--- src/design/a64e_pkg.sv ---
// Package with types, operation codes and opcode constants of the A64 instruction word encoder.
package a64e_pkg;

  localparam logic [5:0] OP_MOV          = 6'd0;
  localparam logic [5:0] OP_MOVIMM       = 6'd1;
  localparam logic [5:0] OP_MOVIMM_RELOC = 6'd2;
  localparam logic [5:0] OP_ADD          = 6'd3;
  localparam logic [5:0] OP_SUB          = 6'd4;
  localparam logic [5:0] OP_LSL_IMM      = 6'd5;
  localparam logic [5:0] OP_LSR_IMM      = 6'd6;
  localparam logic [5:0] OP_ASR_IMM      = 6'd7;
  localparam logic [5:0] OP_REV32        = 6'd8;
  localparam logic [5:0] OP_REV64        = 6'd9;
  localparam logic [5:0] OP_SXTW         = 6'd10;
  localparam logic [5:0] OP_LSLV         = 6'd11;
  localparam logic [5:0] OP_LSRV         = 6'd12;
  localparam logic [5:0] OP_MUL          = 6'd13;
  localparam logic [5:0] OP_UMULH        = 6'd14;
  localparam logic [5:0] OP_EXTR         = 6'd15;
  localparam logic [5:0] OP_AND          = 6'd16;
  localparam logic [5:0] OP_ORR          = 6'd17;
  localparam logic [5:0] OP_ORR_LSL      = 6'd18;
  localparam logic [5:0] OP_EOR          = 6'd19;
  localparam logic [5:0] OP_EOR_LSR      = 6'd20;
  localparam logic [5:0] OP_CMP          = 6'd21;
  localparam logic [5:0] OP_CSEL_EQ      = 6'd22;
  localparam logic [5:0] OP_LDR64        = 6'd23;
  localparam logic [5:0] OP_LDR32        = 6'd24;
  localparam logic [5:0] OP_STR64        = 6'd25;
  localparam logic [5:0] OP_BLR          = 6'd26;
  localparam logic [5:0] OP_PUSH_FP      = 6'd27;
  localparam logic [5:0] OP_POP_FP       = 6'd28;
  localparam logic [5:0] OP_PUSH_X19     = 6'd29;
  localparam logic [5:0] OP_POP_X19      = 6'd30;
  localparam logic [5:0] OP_DMB          = 6'd31;
  localparam logic [5:0] OP_ISB          = 6'd32;
  localparam logic [5:0] OP_RET          = 6'd33;

  localparam logic [1:0] ERR_NONE   = 2'd0;
  localparam logic [1:0] ERR_REG    = 2'd1;
  localparam logic [1:0] ERR_SHIFT  = 2'd2;
  localparam logic [1:0] ERR_OFFSET = 2'd3;

  localparam logic [4:0]  REG_ZR        = 5'd31;
  localparam logic [15:0] OFF_MAX_64    = 16'd32760;
  localparam logic [15:0] OFF_MAX_32    = 16'd16380;
  localparam logic [15:0] HALF_ONES     = 16'hFFFF;

  localparam logic [31:0] W_MOVREG  = 32'hAA0003E0;
  localparam logic [31:0] W_ADD     = 32'h8B000000;
  localparam logic [31:0] W_SUB     = 32'hCB000000;
  localparam logic [31:0] W_LSL     = 32'hD3400000;
  localparam logic [31:0] W_LSR     = 32'hD340FC00;
  localparam logic [31:0] W_ASR     = 32'h9340FC00;
  localparam logic [31:0] W_MOVN    = 32'h92800000;
  localparam logic [31:0] W_MOVZ    = 32'hD2800000;
  localparam logic [31:0] W_MOVK    = 32'hF2800000;
  localparam logic [31:0] W_REV32   = 32'h5AC00800;
  localparam logic [31:0] W_REV64   = 32'hDAC00C00;
  localparam logic [31:0] W_SXTW    = 32'h93407C00;
  localparam logic [31:0] W_LSLV    = 32'h9AC02000;
  localparam logic [31:0] W_LSRV    = 32'h9AC02400;
  localparam logic [31:0] W_MUL     = 32'h9B007C00;
  localparam logic [31:0] W_UMULH   = 32'h9BC07C00;
  localparam logic [31:0] W_EXTR    = 32'h93C00000;
  localparam logic [31:0] W_AND     = 32'h8A000000;
  localparam logic [31:0] W_ORR     = 32'hAA000000;
  localparam logic [31:0] W_EOR     = 32'hCA000000;
  localparam logic [31:0] W_EOR_LSR = 32'hCA400000;
  localparam logic [31:0] W_CMP     = 32'hEB00001F;
  localparam logic [31:0] W_CSEL    = 32'h9A800000;
  localparam logic [31:0] W_LDR64   = 32'hF9400000;
  localparam logic [31:0] W_LDR32   = 32'hB9400000;
  localparam logic [31:0] W_STR64   = 32'hF9000000;
  localparam logic [31:0] W_BLR     = 32'hD63F0000;
  localparam logic [31:0] W_PUSH_FP = 32'hA9BF7BFD;
  localparam logic [31:0] W_POP_FP  = 32'hA8C17BFD;
  localparam logic [31:0] W_PUSH_19 = 32'hA9BF53F3;
  localparam logic [31:0] W_POP_19  = 32'hA8C153F3;
  localparam logic [31:0] W_DMB     = 32'hD5033BBF;
  localparam logic [31:0] W_ISB     = 32'hD5033FDF;
  localparam logic [31:0] W_RET     = 32'hD65F03C0;

  typedef struct packed {
    logic [5:0]  req_type;
    logic [4:0]  reg_a;
    logic [4:0]  reg_b;
    logic [4:0]  reg_c;
    logic [7:0]  shift_amount;
    logic [15:0] byte_offset;
    logic [63:0] immediate_value;
  } req_t;

  typedef struct packed {
    logic [31:0] instr_word;
    logic        last;
    logic        reloc_start;
    logic [1:0]  error_code;
  } res_t;

  typedef struct packed {
    logic       has;
    logic [3:0] pick;
    res_t       res;
  } enc_t;

endpackage

--- src/design/a64e_req_if.sv ---
// Request channel interface of the A64 instruction word encoder.
interface a64e_req_if;
  logic        valid;
  logic        ready;
  logic [5:0]  req_type;
  logic [4:0]  reg_a;
  logic [4:0]  reg_b;
  logic [4:0]  reg_c;
  logic [7:0]  shift_amount;
  logic [15:0] byte_offset;
  logic [63:0] immediate_value;

  modport source (
    output valid, req_type, reg_a, reg_b, reg_c, shift_amount, byte_offset,
           immediate_value,
    input  ready
  );
  modport sink (
    input  valid, req_type, reg_a, reg_b, reg_c, shift_amount, byte_offset,
           immediate_value,
    output ready
  );
endinterface

--- src/design/a64e_res_if.sv ---
// Result channel interface of the A64 instruction word encoder.
interface a64e_res_if;
  logic        valid;
  logic        ready;
  logic [31:0] instr_word;
  logic        last;
  logic        reloc_start;
  logic [1:0]  error_code;

  modport source (
    output valid, instr_word, last, reloc_start, error_code,
    input  ready
  );
  modport sink (
    input  valid, instr_word, last, reloc_start, error_code,
    output ready
  );
endinterface

--- src/design/a64_instruction_word_encoder.sv ---
// Top level of the A64 instruction word encoder: request register, encoder and result register.
//
//   channel   direction  handshake       payload
//   in_req    sink       valid / ready   req_type, reg_a, reg_b, reg_c, shift_amount,
//                                        byte_offset, immediate_value
//   out_res   source     valid / ready   instr_word, last, reloc_start, error_code
//
// A request beat is registered, encoded, and its result beats pass through the result register.
// Single-word requests sustain one beat per cycle unless the result stalls; a move-wide
// request holds the request register for one to four words, as set by the word sequencer.
// Unused operation codes are dropped without a result beat.
// Reset clears the valid flags; a stalled result beat holds while the next request waits.
module a64_instruction_word_encoder (
  input  logic            clk,
  input  logic            rst_n,
  a64e_req_if.sink        in_req,
  a64e_res_if.source      out_res
);

  a64e_pkg::req_t req_r;
  a64e_pkg::req_t req_nxt;
  logic           req_vld_r;
  logic [3:0]     done_r;
  a64e_pkg::res_t res_r;
  logic           out_vld_r;
  a64e_pkg::enc_t enc;
  logic           load_en;
  logic           step;
  logic           finish;
  logic           in_fire;

  assign req_nxt.req_type        = in_req.req_type;
  assign req_nxt.reg_a           = in_req.reg_a;
  assign req_nxt.reg_b           = in_req.reg_b;
  assign req_nxt.reg_c           = in_req.reg_c;
  assign req_nxt.shift_amount    = in_req.shift_amount;
  assign req_nxt.byte_offset     = in_req.byte_offset;
  assign req_nxt.immediate_value = in_req.immediate_value;

  a64e_encode u_encode (
    .req  (req_r),
    .done (done_r),
    .enc  (enc)
  );

  assign load_en      = !out_vld_r || out_res.ready;
  assign step         = req_vld_r && (!enc.has || load_en);
  assign finish       = step && (!enc.has || enc.res.last);
  assign in_req.ready = !req_vld_r || finish;
  assign in_fire      = in_req.valid && in_req.ready;

  always_ff @(posedge clk) begin
    if (!rst_n) begin
      req_vld_r <= 1'b0;
      done_r    <= 4'd0;
    end else if (in_fire) begin
      req_vld_r <= 1'b1;
      done_r    <= 4'd0;
    end else if (finish) begin
      req_vld_r <= 1'b0;
    end else if (step) begin
      done_r <= done_r | enc.pick;
    end
  end

  always_ff @(posedge clk) begin
    if (in_fire) begin
      req_r <= req_nxt;
    end
  end

  always_ff @(posedge clk) begin
    if (!rst_n) begin
      out_vld_r <= 1'b0;
    end else if (load_en) begin
      out_vld_r <= req_vld_r && enc.has;
    end
  end

  always_ff @(posedge clk) begin
    if (load_en && req_vld_r && enc.has) begin
      res_r <= enc.res;
    end
  end

  assign out_res.valid       = out_vld_r;
  assign out_res.instr_word  = res_r.instr_word;
  assign out_res.last        = res_r.last;
  assign out_res.reloc_start = res_r.reloc_start;
  assign out_res.error_code  = res_r.error_code;

`ifndef SYNTH
  a_new_req_clears_seq: assert property (@(posedge clk) disable iff (!rst_n)
    in_fire |=> (done_r == 4'd0) && req_vld_r)
    else $error("Word sequence not restarted on a new request.");

  a_pick_onehot: assert property (@(posedge clk) disable iff (!rst_n)
    req_vld_r |-> ($onehot(enc.pick) == enc.has))
    else $error("Word sequencer picked other than one halfword.");

  a_error_beat_shape: assert property (@(posedge clk) disable iff (!rst_n)
    (out_vld_r && (res_r.error_code != a64e_pkg::ERR_NONE)) |->
      (res_r.last && !res_r.reloc_start && (res_r.instr_word == 32'd0)))
    else $error("Error beat carries a word or is not last.");

  a_reloc_not_last: assert property (@(posedge clk) disable iff (!rst_n)
    (out_vld_r && res_r.reloc_start) |-> !res_r.last)
    else $error("Relocation start beat marked last.");
`endif

endmodule

--- src/design/a64e_encode.sv ---
// Combinational encoder that forms the next result word of a held request.
module a64e_encode (
  input  a64e_pkg::req_t req,
  input  logic [3:0]     done,
  output a64e_pkg::enc_t enc
);

  logic [5:0]  op;
  logic [4:0]  ra;
  logic [4:0]  rb;
  logic [4:0]  rc;
  logic [5:0]  sh6;
  logic [15:0] off;
  logic        op_ok;
  logic        ua;
  logic        ub;
  logic        uc;
  logic        err_reg;
  logic        chk_shift;
  logic        err_shift;
  logic        err_off;
  logic [1:0]  err;
  logic [11:0] off_scale;
  logic [31:0] single_word;
  logic [15:0] half [4];
  logic [3:0]  nz_vec;
  logic [3:0]  no_vec;
  logic        use_movn;
  logic [3:0]  wide_mask;
  logic [3:0]  mask;
  logic [3:0]  pend;
  logic [3:0]  pick;
  logic [1:0]  idx;
  logic        first;
  logic        is_wide;
  logic        is_reloc;
  logic        movn_now;
  logic [15:0] wide_imm;
  logic [31:0] wide_base;
  logic [31:0] wide_word;
  logic [31:0] rd_w;
  logic [31:0] rn_w;
  logic [31:0] rm_w;

  assign op    = req.req_type;
  assign ra    = req.reg_a;
  assign rb    = req.reg_b;
  assign rc    = req.reg_c;
  assign sh6   = req.shift_amount[5:0];
  assign off   = req.byte_offset;
  assign op_ok = (op <= a64e_pkg::OP_RET);
  assign rd_w  = {27'd0, ra};
  assign rn_w  = {27'd0, rb} << 5;
  assign rm_w  = {27'd0, rc} << 16;

  always_comb begin
    ua = (op <= a64e_pkg::OP_BLR) || (op == a64e_pkg::OP_CMP);
    ub = (op == a64e_pkg::OP_MOV) ||
         ((op >= a64e_pkg::OP_ADD) && (op <= a64e_pkg::OP_STR64));
    uc = (op == a64e_pkg::OP_ADD) || (op == a64e_pkg::OP_SUB) ||
         ((op >= a64e_pkg::OP_LSLV) && (op <= a64e_pkg::OP_EOR_LSR)) ||
         (op == a64e_pkg::OP_CSEL_EQ);
    err_reg = (ua && (ra == a64e_pkg::REG_ZR)) || (ub && (rb == a64e_pkg::REG_ZR)) ||
              (uc && (rc == a64e_pkg::REG_ZR));
    chk_shift = ((op >= a64e_pkg::OP_LSL_IMM) && (op <= a64e_pkg::OP_ASR_IMM)) ||
                (op == a64e_pkg::OP_EXTR) || (op == a64e_pkg::OP_ORR_LSL) ||
                (op == a64e_pkg::OP_EOR_LSR);
    err_shift = chk_shift && (req.shift_amount[7:6] != 2'd0);
    err_off = 1'b0;
    off_scale = off[14:3];
    if ((op == a64e_pkg::OP_LDR64) || (op == a64e_pkg::OP_STR64)) begin
      err_off = (off[2:0] != 3'd0) || (off > a64e_pkg::OFF_MAX_64);
    end else if (op == a64e_pkg::OP_LDR32) begin
      err_off = (off[1:0] != 2'd0) || (off > a64e_pkg::OFF_MAX_32);
      off_scale = off[13:2];
    end
    if (err_reg) begin
      err = a64e_pkg::ERR_REG;
    end else if (err_shift) begin
      err = a64e_pkg::ERR_SHIFT;
    end else if (err_off) begin
      err = a64e_pkg::ERR_OFFSET;
    end else begin
      err = a64e_pkg::ERR_NONE;
    end
  end

  always_comb begin
    case (op)
      a64e_pkg::OP_MOV: single_word = a64e_pkg::W_MOVREG | ({27'd0, rb} << 16) | rd_w;
      a64e_pkg::OP_ADD: single_word = a64e_pkg::W_ADD | rm_w | rn_w | rd_w;
      a64e_pkg::OP_SUB: single_word = a64e_pkg::W_SUB | rm_w | rn_w | rd_w;
      a64e_pkg::OP_LSL_IMM: begin
        if (sh6 == 6'd0) begin
          single_word = a64e_pkg::W_MOVREG | ({27'd0, rb} << 16) | rd_w;
        end else begin
          single_word = a64e_pkg::W_LSL | ({26'd0, 6'd0 - sh6} << 16) |
                        ({26'd0, ~sh6} << 10) | rn_w | rd_w;
        end
      end
      a64e_pkg::OP_LSR_IMM: begin
        if (sh6 == 6'd0) begin
          single_word = a64e_pkg::W_MOVREG | ({27'd0, rb} << 16) | rd_w;
        end else begin
          single_word = a64e_pkg::W_LSR | ({26'd0, sh6} << 16) | rn_w | rd_w;
        end
      end
      a64e_pkg::OP_ASR_IMM: begin
        if (sh6 == 6'd0) begin
          single_word = a64e_pkg::W_MOVREG | ({27'd0, rb} << 16) | rd_w;
        end else begin
          single_word = a64e_pkg::W_ASR | ({26'd0, sh6} << 16) | rn_w | rd_w;
        end
      end
      a64e_pkg::OP_REV32: single_word = a64e_pkg::W_REV32 | rn_w | rd_w;
      a64e_pkg::OP_REV64: single_word = a64e_pkg::W_REV64 | rn_w | rd_w;
      a64e_pkg::OP_SXTW: single_word = a64e_pkg::W_SXTW | rn_w | rd_w;
      a64e_pkg::OP_LSLV: single_word = a64e_pkg::W_LSLV | rm_w | rn_w | rd_w;
      a64e_pkg::OP_LSRV: single_word = a64e_pkg::W_LSRV | rm_w | rn_w | rd_w;
      a64e_pkg::OP_MUL: single_word = a64e_pkg::W_MUL | rm_w | rn_w | rd_w;
      a64e_pkg::OP_UMULH: single_word = a64e_pkg::W_UMULH | rm_w | rn_w | rd_w;
      a64e_pkg::OP_EXTR:
        single_word = a64e_pkg::W_EXTR | rm_w | ({26'd0, sh6} << 10) | rn_w | rd_w;
      a64e_pkg::OP_AND: single_word = a64e_pkg::W_AND | rm_w | rn_w | rd_w;
      a64e_pkg::OP_ORR: single_word = a64e_pkg::W_ORR | rm_w | rn_w | rd_w;
      a64e_pkg::OP_ORR_LSL:
        single_word = a64e_pkg::W_ORR | rm_w | ({26'd0, sh6} << 10) | rn_w | rd_w;
      a64e_pkg::OP_EOR: single_word = a64e_pkg::W_EOR | rm_w | rn_w | rd_w;
      a64e_pkg::OP_EOR_LSR:
        single_word = a64e_pkg::W_EOR_LSR | rm_w | ({26'd0, sh6} << 10) | rn_w | rd_w;
      a64e_pkg::OP_CMP:
        single_word = a64e_pkg::W_CMP | ({27'd0, rb} << 16) | ({27'd0, ra} << 5);
      a64e_pkg::OP_CSEL_EQ: single_word = a64e_pkg::W_CSEL | rm_w | rn_w | rd_w;
      a64e_pkg::OP_LDR64:
        single_word = a64e_pkg::W_LDR64 | ({20'd0, off_scale} << 10) | rn_w | rd_w;
      a64e_pkg::OP_LDR32:
        single_word = a64e_pkg::W_LDR32 | ({20'd0, off_scale} << 10) | rn_w | rd_w;
      a64e_pkg::OP_STR64:
        single_word = a64e_pkg::W_STR64 | ({20'd0, off_scale} << 10) | rn_w | rd_w;
      a64e_pkg::OP_BLR: single_word = a64e_pkg::W_BLR | ({27'd0, ra} << 5);
      a64e_pkg::OP_PUSH_FP: single_word = a64e_pkg::W_PUSH_FP;
      a64e_pkg::OP_POP_FP: single_word = a64e_pkg::W_POP_FP;
      a64e_pkg::OP_PUSH_X19: single_word = a64e_pkg::W_PUSH_19;
      a64e_pkg::OP_POP_X19: single_word = a64e_pkg::W_POP_19;
      a64e_pkg::OP_DMB: single_word = a64e_pkg::W_DMB;
      a64e_pkg::OP_ISB: single_word = a64e_pkg::W_ISB;
      default: single_word = a64e_pkg::W_RET;
    endcase
  end

  // MOVIMM requests emit one word for each halfword that differs from the fill value, or one word if none differs.
  always_comb begin
    for (int i = 0; i < 4; i++) begin
      half[i]   = req.immediate_value[16*i +: 16];
      nz_vec[i] = (half[i] != 16'd0);
      no_vec[i] = (half[i] != a64e_pkg::HALF_ONES);
    end
    use_movn  = ($countones(no_vec) < $countones(nz_vec));
    wide_mask = use_movn ? no_vec : nz_vec;
    if (wide_mask == 4'd0) begin
      wide_mask = 4'b0001;
    end
  end

  always_comb begin
    is_wide  = (op == a64e_pkg::OP_MOVIMM) && (err == a64e_pkg::ERR_NONE);
    is_reloc = (op == a64e_pkg::OP_MOVIMM_RELOC) && (err == a64e_pkg::ERR_NONE);
    if (!op_ok) begin
      mask = 4'b0000;
    end else if (is_reloc) begin
      mask = 4'b1111;
    end else if (is_wide) begin
      mask = wide_mask;
    end else begin
      mask = 4'b0001;
    end
    pend  = mask & ~done;
    pick  = pend & (4'd0 - pend);
    idx   = {pick[3] | pick[2], pick[3] | pick[1]};
    first = (done == 4'd0);
    movn_now  = is_wide && use_movn && first;
    wide_imm  = movn_now ? ~half[idx] : half[idx];
    if (!first) begin
      wide_base = a64e_pkg::W_MOVK;
    end else if (movn_now) begin
      wide_base = a64e_pkg::W_MOVN;
    end else begin
      wide_base = a64e_pkg::W_MOVZ;
    end
    wide_word = wide_base | ({30'd0, idx} << 21) | ({16'd0, wide_imm} << 5) | rd_w;

    enc.has  = (pend != 4'd0);
    enc.pick = pick;
    enc.res.last        = ((pend & ~pick) == 4'd0);
    enc.res.reloc_start = is_reloc && first;
    enc.res.error_code  = err;
    if (err != a64e_pkg::ERR_NONE) begin
      enc.res.instr_word = 32'd0;
    end else if (is_wide || is_reloc) begin
      enc.res.instr_word = wide_word;
    end else begin
      enc.res.instr_word = single_word;
    end
  end

endmodule
--- src/flat_wrapper.sv ---
// flat-port wrapper written by rule: the top's interface ports become plain ports
module a64_instruction_word_encoder_flat 
  (clk, rst_n, in_req_valid, in_req_req_type, in_req_reg_a, in_req_reg_b, in_req_reg_c, in_req_shift_amount, in_req_byte_offset, in_req_immediate_value, in_req_ready, out_res_valid, out_res_instr_word, out_res_last, out_res_reloc_start, out_res_error_code, out_res_ready);
  a64e_req_if in_req_i ();
  a64e_res_if out_res_i ();
  input  logic clk;
  input  logic rst_n;
  input wire logic [$bits(in_req_i.valid)-1:0] in_req_valid;
  input wire logic [$bits(in_req_i.req_type)-1:0] in_req_req_type;
  input wire logic [$bits(in_req_i.reg_a)-1:0] in_req_reg_a;
  input wire logic [$bits(in_req_i.reg_b)-1:0] in_req_reg_b;
  input wire logic [$bits(in_req_i.reg_c)-1:0] in_req_reg_c;
  input wire logic [$bits(in_req_i.shift_amount)-1:0] in_req_shift_amount;
  input wire logic [$bits(in_req_i.byte_offset)-1:0] in_req_byte_offset;
  input wire logic [$bits(in_req_i.immediate_value)-1:0] in_req_immediate_value;
  output wire logic [$bits(in_req_i.ready)-1:0] in_req_ready;
  output wire logic [$bits(out_res_i.valid)-1:0] out_res_valid;
  output wire logic [$bits(out_res_i.instr_word)-1:0] out_res_instr_word;
  output wire logic [$bits(out_res_i.last)-1:0] out_res_last;
  output wire logic [$bits(out_res_i.reloc_start)-1:0] out_res_reloc_start;
  output wire logic [$bits(out_res_i.error_code)-1:0] out_res_error_code;
  input wire logic [$bits(out_res_i.ready)-1:0] out_res_ready;
  assign in_req_i.valid = in_req_valid;
  assign in_req_i.req_type = in_req_req_type;
  assign in_req_i.reg_a = in_req_reg_a;
  assign in_req_i.reg_b = in_req_reg_b;
  assign in_req_i.reg_c = in_req_reg_c;
  assign in_req_i.shift_amount = in_req_shift_amount;
  assign in_req_i.byte_offset = in_req_byte_offset;
  assign in_req_i.immediate_value = in_req_immediate_value;
  assign in_req_ready = in_req_i.ready;
  assign out_res_valid = out_res_i.valid;
  assign out_res_instr_word = out_res_i.instr_word;
  assign out_res_last = out_res_i.last;
  assign out_res_reloc_start = out_res_i.reloc_start;
  assign out_res_error_code = out_res_i.error_code;
  assign out_res_i.ready = out_res_ready;
  a64_instruction_word_encoder u_core (.clk(clk), .rst_n(rst_n), .in_req(in_req_i), .out_res(out_res_i));
endmodule
--- config.mk ---
export PLATFORM = sky130hd
export DESIGN_NAME = a64_instruction_word_encoder_flat
export DESIGN_NICKNAME = d
export VERILOG_FILES = /design/src/design/a64e_pkg.sv /design/src/design/a64e_req_if.sv /design/src/design/a64e_res_if.sv /design/src/design/a64_instruction_word_encoder.sv /design/src/design/a64e_encode.sv /design/src/flat_wrapper.sv
export SDC_FILE = /design/constraint.sdc
export NUM_CORES = 1
export LEC_CHECK = 0
export BUFFER_PORTS_ARGS = -buffer_cell sky130_fd_sc_hd__buf_4
export CAP_MARGIN = 15
export CORE_ASPECT_RATIO = 0.5
export CORE_UTILIZATION = 42
export CTS_CLUSTER_DIAMETER = 50
export DETAILED_ROUTE_END_ITERATION = 8
export GPL_TIMING_DRIVEN = 0
export HOLD_SLACK_MARGIN = 0.03
export PLACE_DENSITY = 0.69
export RECOVER_POWER = 100
export SYNTH_ARGS = -nofsm -noshare
export SYNTH_HDL_FRONTEND = slang
export SYNTH_SLANG_ARGS = --single-unit
--- constraint.sdc ---
create_clock -name clk -period 19.4 [get_ports clk]
set_clock_uncertainty 0.05 [all_clocks]
set_input_delay 3.88 -clock clk [delete_from_list [all_inputs] [get_ports clk]]
set_output_delay 3.88 -clock clk [all_outputs]
set_load 0.01 [all_outputs]
* After elaboration in Yosys (flattened, before gate mapping) *
Index checks and enable logic that the tools add are counted.

storage, ports and cells
  bits in registers = 151
  output and inout bits = 38

operators by class
  mux-type cells = 25
  reductions and logical operators = 57
  bitwise operators = 63
  equal/unequal tests = 39
  magnitude comparators = 12
  add/subtract/negate cells = 8

operators by type and width
  kind                    count
  $pmux W32 S31           1
  $or A32 B5 Y32          23
  $or A32 B10 Y32         20
  $mux W32                4
  $or A32 B16 Y32         4
  $eq A6 B5 Y1 const B    16
  $ne A16 B16 Y1 const B  4
  $reduce_bool A16 Y1     4
  $mux W31                2
  $eq A6 B4 Y1 const B    8
  $mux W16                3
  $bmux W16 S2            1
  $or A32 B21 Y32         1
  $or A32 B23 Y32         1
  $or A31 B5 Y31          1
  $eq A6 B3 Y1 const B    4
  $mux W12                2
  $mux W4                 5
  $le A6 B5 Y1 const B    3
  $logic_and A1 B1 Y1     18
  $logic_or A1 B1 Y1      18
  $gt A16 B14 Y1 const B  1
  $gt A16 B15 Y1 const B  1
  $not A16 Y16            1
  other kinds (33)        58

* Depth between registers and ports, before layout *
Gate-level depths: netlist (run 1).

  depth in word-level cells = 26
  depth in mapped cells = 20
  gate-level depth less buffers = 18

* By module *
Synthesis (run 1) repeated with hierarchy kept, for this count alone.

second synthesis, totals
  cells, all modules = 741
  area, all modules = 8087.8 um^2

by module, submodules not included
  module                        cells an instance  seq. area each (um^2)  instances  area each (um^2)
  a64_instruction_word_encoder  173                4474.3                 1          4620.7
  a64e_encode                   568                0.0                    1          3467.1

* Worst setup path before layout (run 1) *
OpenSTA, ideal clock, no wires.

  path kind = input to register
  from = input port out_res_ready
  to = register u_core.req_r[0] (netlist bit), enable pin
  arrival time = 8.705 ns
  stages on the path = 4
  path slack = 10.067 ns
  library setup time = 0.578 ns
  buffers on the path = 0
  required time = 18.772 ns
  cell sequence = nor2b_1 nor2_1 a211oi_2 nor2_1

on the way
  cells in the longest elaborated chain, start to end = 6

RTL lines
  what                  RTL line                            RTL
  start, declared       flat_wrapper.sv:22                  input wire logic [$bits(out_res_i.ready)-1:0] out_res_ready;
  $logic_or A1 B1 Y1    a64_instruction_word_encoder.sv:46  assign load_en = !out_vld_r || out_res.ready;
  $logic_or A1 B1 Y1    a64_instruction_word_encoder.sv:47  assign step = req_vld_r && (!enc.has || load_en);
  $logic_and A1 B1 Y1   a64_instruction_word_encoder.sv:47
  $logic_and A1 B1 Y1   a64_instruction_word_encoder.sv:48  assign finish = step && (!enc.has || enc.res.last);
  $logic_or A1 B1 Y1    a64_instruction_word_encoder.sv:49  assign in_req.ready = !req_vld_r || finish;
  $logic_and A1 B1 Y1   a64_instruction_word_encoder.sv:50  assign in_fire = in_req.valid && in_req.ready;
  net u_core.in_fire    a64_instruction_word_encoder.sv:30  logic in_fire;
  end signal, assigned  a64_instruction_word_encoder.sv:68  req_r <= req_nxt;
  end, declared         a64_instruction_word_encoder.sv:20  a64e_pkg::req_t req_r;

The timed path passes the listed nets, and every way through them passes these cells.
A chain may end at the register's enable or synchronous reset.

* Final worst setup path (run 1) *
  from = register u_core.req_r[19] (netlist bit)
  to = output port in_req_ready

on the way
  cells in the longest elaborated chain, start to end = 19

RTL lines
  what                                                          RTL line                                RTL
  $ne A16 B16 Y1 / $reduce_bool A16 Y1 (equally long branches)  a64e_encode.sv:156, a64e_encode.sv:155
  $add A1 B1 Y2 (not written as such)                           a64e_encode.sv:158                      use_movn = ($countones(no_vec) < $countones(nz_vec));
  $add A2 B2 Y3 (not written as such)                           a64e_encode.sv:158
  $lt A3 B3 Y1                                                  a64e_encode.sv:158
  $mux W4 *                                                     a64e_encode.sv:159                      wide_mask = use_movn ? no_vec : nz_vec;
  $logic_not A4 Y1                                              a64e_encode.sv:160                      if (wide_mask == 4'd0) begin
  $mux W4 *                                                     a64e_encode.sv:160
  $mux W4 *                                                     a64e_encode.sv:172                      end else if (is_wide) begin
  [... 3 more ...]                                              --
  $sub A1 B4 Y4                                                 a64e_encode.sv:178                      pick = pend & (4'd0 - pend);
  $and A4 B4 Y4                                                 a64e_encode.sv:178
  $not A4 Y4                                                    a64e_encode.sv:194                      enc.res.last = ((pend & ~pick) == 4'd0);
  $and A4 B4 Y4                                                 a64e_encode.sv:194
  $logic_not A4 Y1                                              a64e_encode.sv:194
  $logic_or A1 B1 Y1                                            a64_instruction_word_encoder.sv:48
  $logic_and A1 B1 Y1 *                                         a64_instruction_word_encoder.sv:48
  $logic_or A1 B1 Y1 *                                          a64_instruction_word_encoder.sv:49
  end, declared                                                 flat_wrapper.sv:16                      output wire logic [$bits(in_req_i.ready)-1:0] in_req_ready;

Mark *: on every way between the ends. The rest lies on a longest branch, timed or not.

==> results.txt, run 1 <==
CTS resizes -> 0
Number of antenna violations at the first check in global routing -> 0
Psw -> 0.0002268 W
Crit path top cell by count -> ha_1
H-tree Lvls -> 4
Starting Density -> 0.4335
Final hold violation count -> 0
Root buffer cell -> clkbuf_16
Max IR drop VDD -> 0.00008098 V
Xor/xnor share of the synthesized area -> 0.003264
CP Buf/Inv Count -> 4
Vias in the first global route -> 6682
Total track usage -> 0.2802
F_max -> 110.2 MHz
Routability cong. -> 0.9978
Post-route setup slack -> 10330 ps
First-pass DRT Iterations -> 6
MaxCap Viol Count -> 4
Synth cell count leaders -> edfxtp_1 (145), nor2_1 (60), nand2_1 (59)
CP Data Required Time -> 15470 ps
Crit end category -> output port
Io pins -> 151
Final instance area -> 9938 µm²
CTS Hold Buffers Added -> 0
Post-place setup slack -> 10390 ps
Unique masters post-synth -> 78
Combinational power share -> 0.120
Setup TNS -> 0 ps
Syn nets -> 858
Yosys top cell by area -> edfxtp_1
Critical-path cell list -> nor4_1 > nand4_1 > fa_1 > ha_1 > ha_1 > inv_1 > ha_1 > nand2_1 > o21a_1 > mux2_2 > a21oi_1 > or4b_1 > clkbuf_1 > o21ai_0 > nand2_1 > a211oi_1 > inv_1 > clkbuf_1
Area of the mapped netlist -> 8049 µm²
CP max-delay cell -> fa_1
Final Critical Period -> 9071 ps
Placed inst area -> 9602 µm²
Critical path class -> flop to output port
Most common cell in the netlist -> edfxtp_1
Worst EP arrival -> 5140 ps
Synth Area in Simple Gates -> 0.1665
Drt drc -> 0
Largest cells by area after synthesis -> edfxtp_1 (54%), mux2i_1 (4.0%), a21oi_1 (3.2%)
Largest net degree at the start of global routing -> 34
Int Pwr -> 0.0006133 W
Via count -> 7211
Critical path fanouts, max -> 7
Complex-gate fraction of the synthesized area -> 0.1834
DRT antenna net count -> 0
Hold WC Path Type -> flop to flop
TritonCTS clock tree -> built
Total grt overflow -> 0
Post-synthesis area per instance -> 10.94 µm²
Total Wirelength -> 27470 µm
Reg power frac -> 0.470
Switching Fraction -> 0.2700
Cts bufs inserted -> 17
Seq/Total Area, Yosys -> 0.5559
Die Area -> 19760 µm²
Via/cell ratio -> 6.106
Status -> complete, but fails checks
CTS sink count -> 151
Final setup viols -> 0
P per Cell Area -> 84.53 nW/µm²
Worst skew pair latency -> 440 ps
Worst-Margin Slew -> 1716 ps
Mapped Cells -> 736
Delay-heaviest family, CP -> simple AND/OR/NAND/NOR gates
Die height -> 99.89 µm
Violated checks -> capacitance limit, slew limit
Main flop type after synthesis -> edfxtp_1
Post-synth EDFFs -> 145
1st-iter DRT viols -> 1034
Period utilization -> 0.4676
Synth Area in Adders -> 0.01834
Post-DP HPWL -> 21070 µm
Area Overhead vs Synth -> 23.47%
Async SR Flop Fraction -> 0
Static Leak -> 3.495 nW
Number of diodes -> 0
Core area -> 18570 µm²
Chip width -> 197.8 µm
Largest family of logic cells by synthesized area -> compound AO/OA/AOI/OAI gates
Max-slew headroom -> -0.1442
CP peak stage delay -> 530 ps
Share of cells above drive strength 1 -> 0.1833
Maximum buffer depth of the clock tree -> 2
Layout Nets -> 1031
First-pass GRT wire length -> 40450 µm
Input/output buffers -> 150
Unrepaired setup endpoints after global routing -> no
Ys Warns -> 0
Post-synth top area share -> 0.5410
Clock power frac -> 0.410
CP Launch Type -> flop
Worst-path clk slew -> 60 ps
# rows -> 35
Max-slew violations -> 116
Setup Fix Bufs, Post-CTS -> 0
Mux cell area share after synthesis -> 0.04119
DR WL/cell -> 23.26 µm
#FFs+latches synth -> 151
[per-stage QoR]
step | total power, W | util | std cells | hold slack (ps)
floorplan | 0.0004521 | - | 736 | 391.0
global placement | 0.0005060 | 0.5116 | 1145 | 416.5
detailed placement | 0.0005065 | 0.5171 | 1149 | 433.1
CTS | 0.0008492 | 0.5500 | 1181 | 446.0
global route | 0.0008655 | 0.5352 | 1181 | 484.9
finish | 0.0008401 | 0.5352 | 1181 | 442.0
[path summary, 6_finish.rpt]
path	from	to	slack [ps]	cells past startpoint
hold / removal	u_core.done_r[3]$_SDFFE_PP0P_	u_core.done_r[3]$_SDFFE_PP0P_	440	2
hold reg to reg	u_core.done_r[3]$_SDFFE_PP0P_	u_core.done_r[3]$_SDFFE_PP0P_	440	2
setup / recovery	u_core.req_r[19]$_DFFE_PP_	in_req_ready	10330	18
setup reg to reg	u_core.req_r[19]$_DFFE_PP_	u_core.req_r[51]$_DFFE_PP_	10910	19
[logic make-up (layout without fill, tap and decap cells)]
kind of cell,Yosys count,after routing
compound gates,219,219
mux,33,33
fa+ha+maj,11,11
flops,151,151
buf+inv,57,243
xor+xnor,3,3
simple gates,262,262
[per-layer routing]
layer  GRT usage  up-vias  share of wire
met1      0.4069     3514           0.46
met3     0.06720       46          0.091
li1            -     3267              -
met5           0        -              0
met4     0.07752        0          0.018
met2      0.4171      384           0.43
[worst register-to-register path, delay by kind of cell (launching register included)]
kind | cells | cell delay [ps]
AO/OA/AOI/OAI | 5 | 940
adder cells (fa/ha/maj) | 4 | 1130
buffers and inverters | 4 | 2910
flip-flops | 1 | 440
multiplexers | 1 | 370
AND/OR/NAND/NOR | 5 | 2220
[sequential cells by signal, indices dropped and copies added, names as in the netlist]
signal                      count
u_core.req_vld_r                1
u_core.out_res.reloc_start      1
u_core.out_res.valid            1
u_core.out_res.last             1
u_core.done_r                   4
u_core.out_res.error_code       2
u_core.out_res.instr_word      32
u_core.req_r                  109
[final cells by class]
| type | count | area, µm² |
|---|---|---|
| Tap cell | 259 | 324.1 |
| Clock inverter | 15 | 185.2 |
| Buffer | 38 | 162.7 |
| Inverter | 19 | 71.32 |
| Multi-Input combinational cell | 528 | 3297 |
| Sequential cell | 151 | 4474 |
| Clock buffer | 17 | 425.4 |
| Fill cell | 1694 | 8630 |
| Timing Repair Buffer | 154 | 998.5 |
[cell usage in the layout, fill, tap and decap left out, types with 18 or more instances in the layout]
cell / Yosys / routed
nor3_1: 37 / 37
a21oi_1: 52 / 52
nand4_1: 23 / 23
mux2i_1: 32 / 32
nor4_1: 18 / 18
edfxtp_1: 145 / 145
nor2_1: 60 / 60
clkbuf_4: 0 / 109
nand2_1: 59 / 59
clkbuf_1: 21 / 68
o21ai_0: 42 / 51
[power groups by stage]
stage | combinational, W | clock (W) | sequential [W]
after floorplan | 0.0000529 | 0 | 0.000399
after global placement | 0.000103 | 0 | 0.000403
after detailed placement | 0.000106 | 0 | 0.000401
after CTS | 0.000106 | 0.000349 | 0.000394
after global routing | 0.000109 | 0.000361 | 0.000396
final | 0.000101 | 0.000344 | 0.000395
Power figures use the tool's default switching activity.
==> run 2, diff against run 1 <==
--- a/config.mk
+++ b/config.mk
@@ -5,6 +5,7 @@
 export SDC_FILE = /design/constraint.sdc
 export NUM_CORES = 1
 export LEC_CHECK = 0
+export ABC_AREA = 1
 export BUFFER_PORTS_ARGS = -buffer_cell sky130_fd_sc_hd__buf_4
 export CAP_MARGIN = 15
 export CORE_ASPECT_RATIO = 0.5
@@ -13,7 +14,7 @@
 export DETAILED_ROUTE_END_ITERATION = 8
 export GPL_TIMING_DRIVEN = 0
 export HOLD_SLACK_MARGIN = 0.03
-export PLACE_DENSITY = 0.69
+export PLACE_DENSITY = 0.71
 export RECOVER_POWER = 100
 export SYNTH_ARGS = -nofsm -noshare
 export SYNTH_HDL_FRONTEND = slang
==> constraint.sdc (replaced) <==
create_clock -name clk -period 7.6 [get_ports clk]
set_clock_uncertainty 0.05 [all_clocks]
set_input_delay 1.52 -clock clk [delete_from_list [all_inputs] [get_ports clk]]
set_output_delay 1.52 -clock clk [all_outputs]
set_load 0.01 [all_outputs]
==> run 2 against run 1 <==
Against the previous run:
- the flow still finishes with violations (capacitance limit, slew limit)
- die area rose by 3.3%
- wire length down 8.5%
- global-route usage decreased by 2.9 points
- clock power up 140%
- register-to-register slack lost 9900 ps
- largest cell class unchanged
==> results.txt, run 2 <==
Largest net degree at the start of global routing -> 61
CP max-delay cell -> inv_1
First-pass GRT wire length -> 38680 µm
Ys Warns -> 0
Setup TNS -> 0 ps
Mapped Cells -> 974
RR Startpoint -> u_core.req_r[48]$_DFFE_PP_
Number of diodes -> 0
F_max -> 150.9 MHz
Seq/Total Area, Yosys -> 0.5377
#FFs+latches synth -> 151
Total Wirelength -> 25120 µm
R2R Path End -> u_core.req_r[7]$_DFFE_PP_
Starting Density -> 0.4408
Worst-path clk slew -> 70 ps
Largest cells by area after synthesis -> edfxtp_1 (52%), nand2_1 (10%), nand3_1 (7.9%)
DRT antenna net count -> 0
Levels on crit path -> 29
Unique masters post-synth -> 42
Most common cell after layout, fill and taps aside -> nand2_1
Setup Fix Bufs, Post-CTS -> 0
CP Data Required Time -> 7660 ps
Most common cell in the netlist -> nand2_1
Hold WC Path Type -> flop to flop
Area of the mapped netlist -> 8320 µm²
H-tree Lvls -> 4
Total track usage -> 0.2513
Total grt overflow -> 0
Post-synth EDFFs -> 145
Delay-heaviest family, CP -> simple AND/OR/NAND/NOR gates
Top reg by flops -> u_core.req_r
Most frequent cells in the layout -> nand2_1 (232), inv_1 (149), edfxtp_1 (145)
Share of cells above drive strength 1 -> 0.1536
Worst-Margin Slew -> 2160 ps
Yosys top cell by area -> edfxtp_1
Critical path capture point -> u_core.req_r[7]$_DFFE_PP_
CP Launch Type -> flop
Final Critical Period -> 6625 ps
Io pins -> 151
Vias in the first global route -> 7084
Critical path fanouts, max -> 60
Final setup viols -> 0
Cts bufs inserted -> 17
Main flop type after synthesis -> edfxtp_1
First-pass DRT Iterations -> 6
Layout Nets -> 1268
Chip width -> 201.1 µm
Violated checks -> capacitance limit, slew limit
Worst skew pair latency -> 440 ps
Core area -> 18870 µm²
Post-synthesis area per instance -> 8.543 µm²
Input/output buffers -> 150
Max-slew headroom -> -0.4416
Period utilization -> 0.8717
Die Area -> 20410 µm²
MaxCap Viol Count -> 1
TritonCTS clock tree -> built
Async SR Flop Fraction -> 0
Synth cell count leaders -> nand2_1 (231), inv_1 (146), edfxtp_1 (145)
Worst r2r path cells -> 29
CP peak stage delay -> 1550 ps
CTS resizes -> 0
Via count -> 7549
CTS Hold Buffers Added -> 0
P per Cell Area -> 202.9 nW/µm²
Static Leak -> 4.469 nW
Number of antenna violations at the first check in global routing -> 0
Core Util, Final -> 0.5405
Reg2reg setup slack -> 970 ps
Final hold violation count -> 0
Crit end category -> flop
Drt drc -> 0
Status -> complete, but fails checks
Worst EP arrival -> 6690 ps
Post-DP HPWL -> 19940 µm
Flip-flop count of the largest register after layout -> 109
Max IR drop VDD -> 0.0001905 V
Root buffer cell -> clkbuf_16
Via/cell ratio -> 5.324
Crit path top cell by count -> nand2_1
Critical path class -> flop to flop
Post-synth top area share -> 0.5233
Max-slew violations -> 50
DR WL/cell -> 17.72 µm
CP Buf/Inv Count -> 7
1st-iter DRT viols -> 688
Area Overhead vs Synth -> 22.62%
Unrepaired setup endpoints after global routing -> no
CP startpoint -> u_core.req_r[48]$_DFFE_PP_
# rows -> 35
Syn nets -> 1096
Maximum buffer depth of the clock tree -> 2
CTS sink count -> 151
Die height -> 101.5 µm
Routability cong. -> 0.9391
==> run 2: logic make-up (layout without fill, tap and decap cells) <==
family          Yosys count  count (layout)  share of synthesized area
fa+ha+maj                 9               9                    0.01534
simple gates            532             532                     0.2821
buf+inv                 176             361                    0.08406
compound gates          106             106                    0.08075
flops                   151             151                     0.5377
==> run 2: through the flow <==
stage                     setup WS, ps  cell area, µm²  instances  total power [W]  hold slack [ps]
final                            974.8           10200       1418         0.002070            409.9
after global routing             412.3           10200       1418         0.002151            440.5
after CTS                         1212           10410       1417         0.002097            410.8
after detailed placement          1702            9836       1385         0.001279            400.3
after global placement           228.9            9771       1383         0.001276            395.9
after floorplan                   1575            8320        974         0.001150            380.1
==> run 2: where the power goes <==
| group | total [W] | internal [W] | switching, W |
|---|---|---|---|
| clock | 0.000817 | 0.000457 | 0.000361 |
| combinational | 0.000249 | 0.0000913 | 0.000158 |
| sequential | 0.00100 | 0.000974 | 0.0000297 |
==> run 2: layout make-up <==
| cell class | instances | area, µm² |
|---|---|---|
| plain buffers | 19 | 97.59 |
| clock buffers | 17 | 425.4 |
| clock inverters | 15 | 146.4 |
| fillers | 1745 | 8672 |
| inverters | 157 | 591.8 |
| multi-input cells | 647 | 3123 |
| flip-flops and latches | 151 | 4474 |
| well taps | 259 | 324.1 |
| repair buffers | 153 | 1020 |
==> run 2: worst min path at each step <==
stage / startpoint / end / slack (ps) / cells after the start
3_3_place_gp: u_core.done_r[3]$_SDFFE_PP0P_ / u_core.done_r[3]$_SDFFE_PP0P_ / 400 / 2
3_5_place_dp: u_core.done_r[3]$_SDFFE_PP0P_ / u_core.done_r[3]$_SDFFE_PP0P_ / 400 / 2
6_report: u_core.done_r[3]$_SDFFE_PP0P_ / u_core.done_r[3]$_SDFFE_PP0P_ / 410 / 2
5_1_grt: u_core.done_r[3]$_SDFFE_PP0P_ / u_core.done_r[3]$_SDFFE_PP0P_ / 440 / 2
2_1_floorplan: u_core.done_r[3]$_SDFFE_PP0P_ / u_core.done_r[3]$_SDFFE_PP0P_ / 380 / 2
4_1_cts: u_core.done_r[3]$_SDFFE_PP0P_ / u_core.done_r[3]$_SDFFE_PP0P_ / 410 / 2
==> run 2: tightest hold or removal path, delay by kind of cell, from the launching register on <==
| kind | cells | cell delay (ps) |
|---|---|---|
| simple gates | 1 | 50 |
| buf+inv | 1 | 60 |
| flops | 1 | 310 |
==> run 2: layer usage <==
metal | vias to the layer above | track usage | part of all wire
met5 | - | 0 | 0
met4 | 0 | 0.09102 | 0.022
met3 | 50 | 0.04891 | 0.078
met2 | 359 | 0.3838 | 0.43
met1 | 3500 | 0.3571 | 0.47
li1 | 3640 | - | -
